### src/atr_pkg.sv
// Package for the alpha triangle rasterizer.
// Holds store geometry, op codes, interface structs and the blend function.
// No dependencies.
package atr_pkg;

  localparam int unsigned MAX_WIDTH   = 256;
  localparam int unsigned MAX_HEIGHT  = 256;
  localparam int unsigned STORE_DEPTH = MAX_WIDTH * MAX_HEIGHT;
  localparam int unsigned ADDR_W      = $clog2(STORE_DEPTH);

  localparam logic [1:0] OP_CLEAR = 2'd0;
  localparam logic [1:0] OP_DRAW  = 2'd1;
  localparam logic [1:0] OP_READ  = 2'd2;

  localparam logic [1:0] CFG_WIDTH  = 2'd0;
  localparam logic [1:0] CFG_HEIGHT = 2'd1;

  typedef struct packed {
    logic        start;
    logic        neg;
    logic [22:0] mag;
    logic [10:0] dvs;
  } div_req_t;

  typedef struct packed {
    logic               done;
    logic signed [15:0] quo;
  } div_rsp_t;

  typedef struct packed {
    logic              we;
    logic              re;
    logic [ADDR_W-1:0] addr;
    logic [23:0]       wdata;
  } fs_req_t;

  function automatic logic [7:0] blend_chan(logic [7:0] fill, logic [7:0] old,
                                            logic [7:0] a);
    logic [15:0] sum;
    sum = 16'(fill * a) + 16'(old * (8'd255 - a));
    return sum[15:8];
  endfunction

endpackage

### src/atr_div.sv
// Iterative restoring divider, one quotient bit per cycle.
// Divides a 23-bit magnitude by an 11-bit divisor, truncates toward zero.
// Depends on atr_pkg.
module atr_div import atr_pkg::*; (
  input  logic     clk_i,
  input  logic     rst_ni,
  input  div_req_t req_i,
  output div_rsp_t rsp_o
);

  logic [11:0] rem_q, rem_d;
  logic [22:0] quo_q, quo_d;
  logic [10:0] dvs_q;
  logic        neg_q;
  logic        run_q, run_d;
  logic [4:0]  cnt_q, cnt_d;
  logic        done_q, done_d;
  logic [11:0] shifted;
  logic        fits;

  always_comb begin
    shifted = {rem_q[10:0], quo_q[22]};
    fits    = shifted >= {1'b0, dvs_q};
    rem_d   = fits ? shifted - {1'b0, dvs_q} : shifted;
    quo_d   = {quo_q[21:0], fits};
    run_d   = run_q;
    cnt_d   = cnt_q;
    done_d  = 1'b0;
    if (run_q) begin
      cnt_d = cnt_q - 5'd1;
      if (cnt_q == 5'd0) begin
        run_d  = 1'b0;
        done_d = 1'b1;
      end
    end
  end

  always_ff @(posedge clk_i or negedge rst_ni) begin
    if (!rst_ni) begin
      run_q  <= 1'b0;
      cnt_q  <= '0;
      done_q <= 1'b0;
    end else begin
      done_q <= done_d;
      if (req_i.start) begin
        run_q <= 1'b1;
        cnt_q <= 5'd22;
      end else begin
        run_q <= run_d;
        cnt_q <= cnt_d;
      end
    end
  end

  always_ff @(posedge clk_i) begin
    if (req_i.start) begin
      rem_q <= '0;
      quo_q <= req_i.mag;
      dvs_q <= req_i.dvs;
      neg_q <= req_i.neg;
    end else if (run_q) begin
      rem_q <= rem_d;
      quo_q <= quo_d;
    end
  end

  assign rsp_o.done = done_q;
  assign rsp_o.quo  = neg_q ? -$signed({1'b0, quo_q[14:0]}) : $signed({1'b0, quo_q[14:0]});

endmodule

### config.mk
export PLATFORM = sky130hd
export DESIGN_NAME = atr_div
export DESIGN_NICKNAME = d
export VERILOG_FILES = /design/src/atr_pkg.sv /design/src/atr_div.sv
export SDC_FILE = /design/constraint.sdc
export NUM_CORES = 1
export LEC_CHECK = 0
export BUFFER_PORTS_ARGS = -buffer_cell sky130_fd_sc_hd__buf_2
export CAP_MARGIN = 20
export CORE_AREA = 3 3 92 94
export CTS_BUF_LIST = sky130_fd_sc_hd__clkbuf_4
export DETAILED_ROUTE_END_ITERATION = 7
export DIE_AREA = 0 0 95 97
export PLACE_DENSITY = 0.66
export SETUP_SLACK_MARGIN = 0.4
export SLEW_MARGIN = 25
export SYNTH_ARGS = -nofsm -noshare
export SYNTH_HDL_FRONTEND = slang
export SYNTH_SLANG_ARGS = --single-unit
### constraint.sdc
create_clock -name clk_i -period 3 [get_ports clk_i]
set_clock_uncertainty 0.15 [all_clocks]
set_input_delay 0.45 -clock clk_i [delete_from_list [all_inputs] [get_ports clk_i]]
set_output_delay 0.45 -clock clk_i [all_outputs]
set_load 0.02 [all_outputs]
==> results.ini, run 1 <==
[drt]
drc = 0
route.antenna.remaining_nets = 0
dr.first_iter.drc_count = 73
routed_via_density = 5.10
vias_post_dr = 2274
detail_route.wl_per_cell_um = 14.2
drt-pass1-iter-count = 5
wirelength_mm = 6.31

[layout]
final_core_util_pct = 48.5
drive_gt1_share_pct = 36.9
flow.area_growth_from_synthesis_pct = 21.9
seq_area_um2 = 1450
num_antenna_cells = 0
num-fill-cells = 714
nNetsFinal = 396
stdcell_count = 446
mostFrequentLayoutCells = 49 x buf_2, 35 x edfxtp_1, 21 x mux2_2, 21 x buf_4, 20 x xnor2_1
leading_cell_type_in_the_layout_fill_and_taps_excluded = buf_2
area_occupied_by_multi_input_gates_um2 = 1580

[power]
max-vdd-ir-drop_v = 0.000322
post_layout_total_power_uw = 2780
power-per-cell-area_nw_per_um2 = 741
pwr-share-clk_pct = 15.1
cellInternalPower_uw = 1750
total_leakage_power_uw = 0.00154
power.share.switching_pct = 37.1
power.share.combinational_pct = 48.3
switching_power_uw = 1030
seq_power_share_pct = 36.7

[sta]
worst-slew-pin-transition_ns = 0.584
post-route-period-util_pct = 97.1
finalSetupViolCount = 0
timing_hold_violations_final = 0
final.min_clock_period_ns = 2.91
grt_setup_unrepaired = yes
max-slew-margin-rel_pct = 61.1
fmax_mhz = 343
finalWorstSetupSlack_ns = 0.0884
final-max-slew-violation-count = 0

[job]
cap_violations = 0

[global_route]
use_met2_pct = 22.0
grt_start_max_net_pins = 27
grt_first_pass_wirelength_mm = 9.80
via_count_of_the_first_global_routing_pass = 2088
globalRouteOverflowTotal = 0
globalRouteMet1Util_pct = 17.5
antenna_found_initial = 0
groute.usage.overall_pct = 13.2
gr_layer_usage_met3_pct = 2.80
global_route.peak_usage_layer = met2

[setup_path]
critPathCaptureType = primary output
crit_path_max_fanout = 3
cpPeakStageDelay_ns = 0.47
worst-setup-path-type = flip-flop to primary output
crit_buf_inv = 2
data_required_critical_path_ns = 2.40
critical_path.slowest_cell = edfxtp_1
r2r_slack_ns = 0.50
crit_chain = inv_2 > ha_4 > nand2b_4 > or4_4 > nor2_4 > nand2_2 > o21ai_2 > xnor2_2 > buf_4
critPathArrivalTime_ns = 2.31
path_delay_family = simple AND/OR/NAND/NOR gates
critPathLaunchType = flip-flop

[synth]
synth-adder-area-share_pct = 6.35
simple_gate_area_share_of_the_yosys_netlist_pct = 13.5
synth_fp_nets = 329
post_synth_instance_area_um2 = 3070
netlist-cell-type-count = 52
synth_sequential_area_ratio_pct = 47.1
synth_top_family_by_area = simple AND/OR/NAND/NOR gates
avgSynthCellArea_um2 = 11.1
async_flop_share_pct = 13.2
number_of_enable_flip_flop_cells_after_synthesis = 35
syn-instance-count = 276
postSynthRegisterBits = 53
synth_flop_cell = edfxtp_1
area_share_of_the_largest_cell_type_after_synthesis_pct = 34.2
synthDominantAreaCellType = edfxtp_1
area_contributors_post_synth = edfxtp_1 34%, mux2_2 7.7%, dfxtp_1 7.2%
synth_compound_area_share_pct = 12.5
synth.mux.area_fraction_pct = 9.65
synth_warnings = 0
synth_xor_xnor_area_share_pct = 6.27

[floorplan]
die-width_um = 95
design.portCount = 55
initial_utilization_pct = 39.8
floorplan.die_area_um2 = 9220
row_count = 32
die_height_um = 97
design.core.area_um2 = 7730

[place]
dp_hpwl_mm = 4.39
placed_cells_incl_taps = 426
io_buffers = 54
globalplace.congestion = 0.823
pre_cts_slack_ns = 0.380

[clocking]
cts_buffers = 5
cts_max_path_buffers = 2
ctsHtreeMaxLevel = 2
cts.sink_count = 53
ctsRootBufferMaster = clkbuf_4
clkTransAtPathRegs_ns = 0.17
tritoncts = done
clock_insertion_delay_worst_skew_ns = 0.38

[status]
outcome = complete, no violations

[min_path]
timing.hold.worst.class = input pin to flip-flop

## cells by family after synthesis
family / Yosys count
XOR/XNOR: 22
buffers and inverters: 33
multiplexers: 27
AO/OA/AOI/OAI: 54
AND/OR/NAND/NOR: 72
flip-flops: 53
adder cells (fa/ha/maj): 15
## per-layer routing
layer | part of all wire, % | wire, um
met5 | 0 | 0
met4 | 0.90 | 57
met3 | 3.2 | 203
met2 | 51 | 3230
met1 | 45 | 2820
## through the flow
stage | setup TNS (ns) | hold WS [ns] | instance area (um2)
2_1_floorplan | 0 | 0.00441 | 3070
3_3_place_gp | 0 | 0.146 | 3450
3_5_place_dp | 0 | 0.145 | 3450
4_1_cts | 0 | 0.0755 | 3640
5_1_grt | -0.0265 | 0.0568 | 3740
6_report | 0 | 0.0936 | 3740
## final timing paths
| path | to | cells after the start | start |
|---|---|---|---|
| hold reg to reg | rem_q[4] | 2 | rem_q[4] |
| max in group asynchronous | cnt_q[1] | 2 | rst_ni |
| min in group asynchronous | cnt_q[4] | 2 | rst_ni |
| hold / removal | dvs_q[2] | 1 | req_i[2] |
| setup / recovery | rsp_o[14] | 9 | quo_q[0] |
| setup reg to reg | rem_q[1] | 10 | quo_q[22] |
## repair_timing
action | 4_1_cts | 5_1_grt
setup buffers | 5 | 5
resized for setup | 17 | 14
pin swaps | 5 | 9
endpoints found under the hold margin | 7 | 0
setup endpoints to repair | 11 | 18
cloned | 0 | 1
hold buffers | 1 | 0
## flip-flops by register name, summed over array words and instances (netlist names)
| register | count |
|---|---|
| rem_q | 11 |
| run_q | 1 |
| quo_q | 23 |
| neg_q | 1 |
| done_q | 1 |
| cnt_q | 5 |
| dvs_q | 11 |
## power groups by stage
stage / registers [uW] / logic, uW / clock network, uW
6_report: 1020 / 1340 / 418
5_1_grt: 1040 / 1470 / 460
4_1_cts: 1010 / 1170 / 436
3_5_place_dp: 1030 / 1120 / 0
3_3_place_gp: 1020 / 1100 / 0
2_1_floorplan: 995 / 930 / 0
## synthesized netlist by cell type (7+ instances only)
cell	n
nor2_1	19
o21ai_0	14
dfrtp_1	7
xnor2_1	21
clkbuf_1	9
nand2b_1	9
ha_1	14
mux2_2	21
inv_1	21
nand2_1	17
edfxtp_1	35
dfxtp_1	11
## cell type report
type / instances / share of cell area, %
Timing Repair Buffer: 72 / 11.3
Sequential cell: 53 / 38.6
Clock inverter: 2 / 1.04
Inverter: 21 / 2.10
Clock buffer: 6 / 1.20
Tap cell: 102 / 3.41
Multi-Input combinational cell: 190 / 42.3
No activity file was read; power rests on OpenSTA's default activity.
==> inputs of run 2 (changes only) <==
clock period = 3.2 ns   (was 3 ns; I/O delays follow)
==> run 2 against run 1 <==
  * Register-to-register slack better by 0.19 ns
  * Count of clock-buffer cells in the layout is the same
  * Cell area is 1.3% lower
  * Critical path depth did not move
  * Global-route usage fell by 0.34 points
  * Power is 11% lower
  * Largest cell class unchanged
==> results.ini, run 2 (synthesized netlist as in run 1, its figures left out) <==
[layout]
num_antenna_cells = 0
mostFrequentLayoutCells = 51 x buf_2, 35 x edfxtp_1, 21 x mux2_2, 20 x xnor2_1, 19 x inv_1
flow.area_growth_from_synthesis_pct = 20.3
leading_cell_type_in_the_layout_fill_and_taps_excluded = buf_2
num-fill-cells = 728
largest_registers = quo_q: 23 flops, dvs_q: 11 flops, rem_q: 11 flops
number_of_flip_flops_in_the_largest_register = 23
final_core_util_pct = 47.8
nNetsFinal = 394
seq_area_um2 = 1450
area_occupied_by_multi_input_gates_um2 = 1560
max_flop_register = quo_q
drive_gt1_share_pct = 35.7

[power]
switching_power_uw = 901
max-vdd-ir-drop_v = 0.000352
seq_power_share_pct = 38.5
power-per-cell-area_nw_per_um2 = 667
pwr-share-clk_pct = 15.7
total_leakage_power_uw = 0.00154
cellInternalPower_uw = 1560
power.share.switching_pct = 36.6
power.share.combinational_pct = 45.7

[sta]
timing_hold_violations_final = 0
final.min_clock_period_ns = 2.89
fmax_mhz = 346
max-slew-margin-rel_pct = 61.3
fin_hold_ws_ns = 0.124
finalSetupViolCount = 0
post-route-period-util_pct = 90.4
setup_tns_ns = 0
final-max-slew-violation-count = 0
grt_setup_unrepaired = yes
worst-slew-pin-transition_ns = 0.581

[min_path]
timing.hold.worst.class = input pin to flip-flop

[global_route]
grt_start_max_net_pins = 27
antenna_found_initial = 0
groute.usage.overall_pct = 12.9
globalRouteOverflowTotal = 0
grt_first_pass_wirelength_mm = 9.63
via_count_of_the_first_global_routing_pass = 2081

[place]
io_buffers = 54
dp_hpwl_mm = 4.31
globalplace.congestion = 0.770

[status]
outcome = complete, no violations

[floorplan]
die-width_um = 95
row_count = 32
design.core.area_um2 = 7730
design.portCount = 55
floorplan.die_area_um2 = 9220
initial_utilization_pct = 39.8
die_height_um = 97

[drt]
vias_post_dr = 2231
wl_met2_mm = 2.84
sum_of_routed_wire_segments_on_met1_mm = 2.83
detailroute.wirelength.met3_um = 160
drt-pass1-iter-count = 4
detail_route.wl_per_cell_um = 13.4
drc = 0
route.antenna.remaining_nets = 0
wirelength_mm = 5.94
dr.first_iter.drc_count = 93
routed_via_density = 5.02
topRoutingLayerUsed = met4

[clocking]
tritoncts = done
clock_insertion_delay_worst_skew_ns = 0.37
cts_max_path_buffers = 2
ctsRootBufferMaster = clkbuf_4
ctsHtreeMaxLevel = 2
clkTransAtPathRegs_ns = 0.15
cts.sink_count = 53
cts_buffers = 5

[setup_path]
worst-setup-path-type = flip-flop to primary output
data_required_critical_path_ns = 2.57
critPathCaptureType = primary output
crit_path_max_fanout = 3
critPathLaunchType = flip-flop
critPathArrivalTime_ns = 2.26

[job]
cap_violations = 0

run 2: repair_timing:
item	CTS	global route
setup endpoints to repair	4	7
setup buffers	3	5
hold buffers	1	0
resized for setup	12	9
pin swaps	2	0
endpoints found under the hold margin	7	0
run 2: path summary, 6_finish.rpt:
path | cells after the start | start | end | slack [ns]
min | 1 | req_i[2] | dvs_q[2] | 0.12
min reg2reg | 2 | rem_q[3] | rem_q[3] | 0.37
min in group asynchronous | 2 | rst_ni | cnt_q[3] | 0.29
max reg2reg | 8 | rem_q[8] | rem_q[1] | 0.69
max | 9 | quo_q[1] | rsp_o[12] | 0.31
max in group asynchronous | 2 | rst_ni | cnt_q[0] | 2.45
run 2: final cells by class:
cell class | instances | area share (%)
Tap cell | 102 | 3.45
Sequential cell | 53 | 39.1
Multi-Input combinational cell | 190 | 42.2
Inverter | 21 | 2.13
Clock inverter | 2 | 1.05
Timing Repair Buffer | 70 | 10.8
Clock buffer | 6 | 1.22
run 2: power groups by stage:
stage                     clock [uW]  combinational, uW  sequential (uW)
after global routing             427               1260              967
after CTS                        406               1100              947
final                            388               1130              949
after floorplan                    0                872              932
after detailed placement           0               1070              961
after global placement             0               1050              959
run 2: critical path: stages, from the launching register on:
cell and delay (ns):
edfxtp_1 0.45, inv_2 0.09, ha_4 0.14, nand2b_4 0.05, or4_4 0.44, nor2_4 0.12
nand2_4 0.07, o31ai_2 0.21, xnor2_1 0.16, buf_4 0.17
run 2: layer usage:
layer / vias to the layer above / global-route usage, %
met4: 0 / 4.11
met3: 9 / 2.57
met5: - / 0
met2: 33 / 20.1
met1: 1051 / 17.9
li1: 1138 / -
run 2: metrics by stage:
step,power [uW],area [um2],cells,worst slack (ns)
floorplan,1800,3070,276,0.779
global placement,2010,3460,427,0.638
detailed placement,2030,3460,427,0.568
CTS,2460,3610,439,0.300
global route,2660,3700,444,0.182
finish,2460,3700,444,0.307
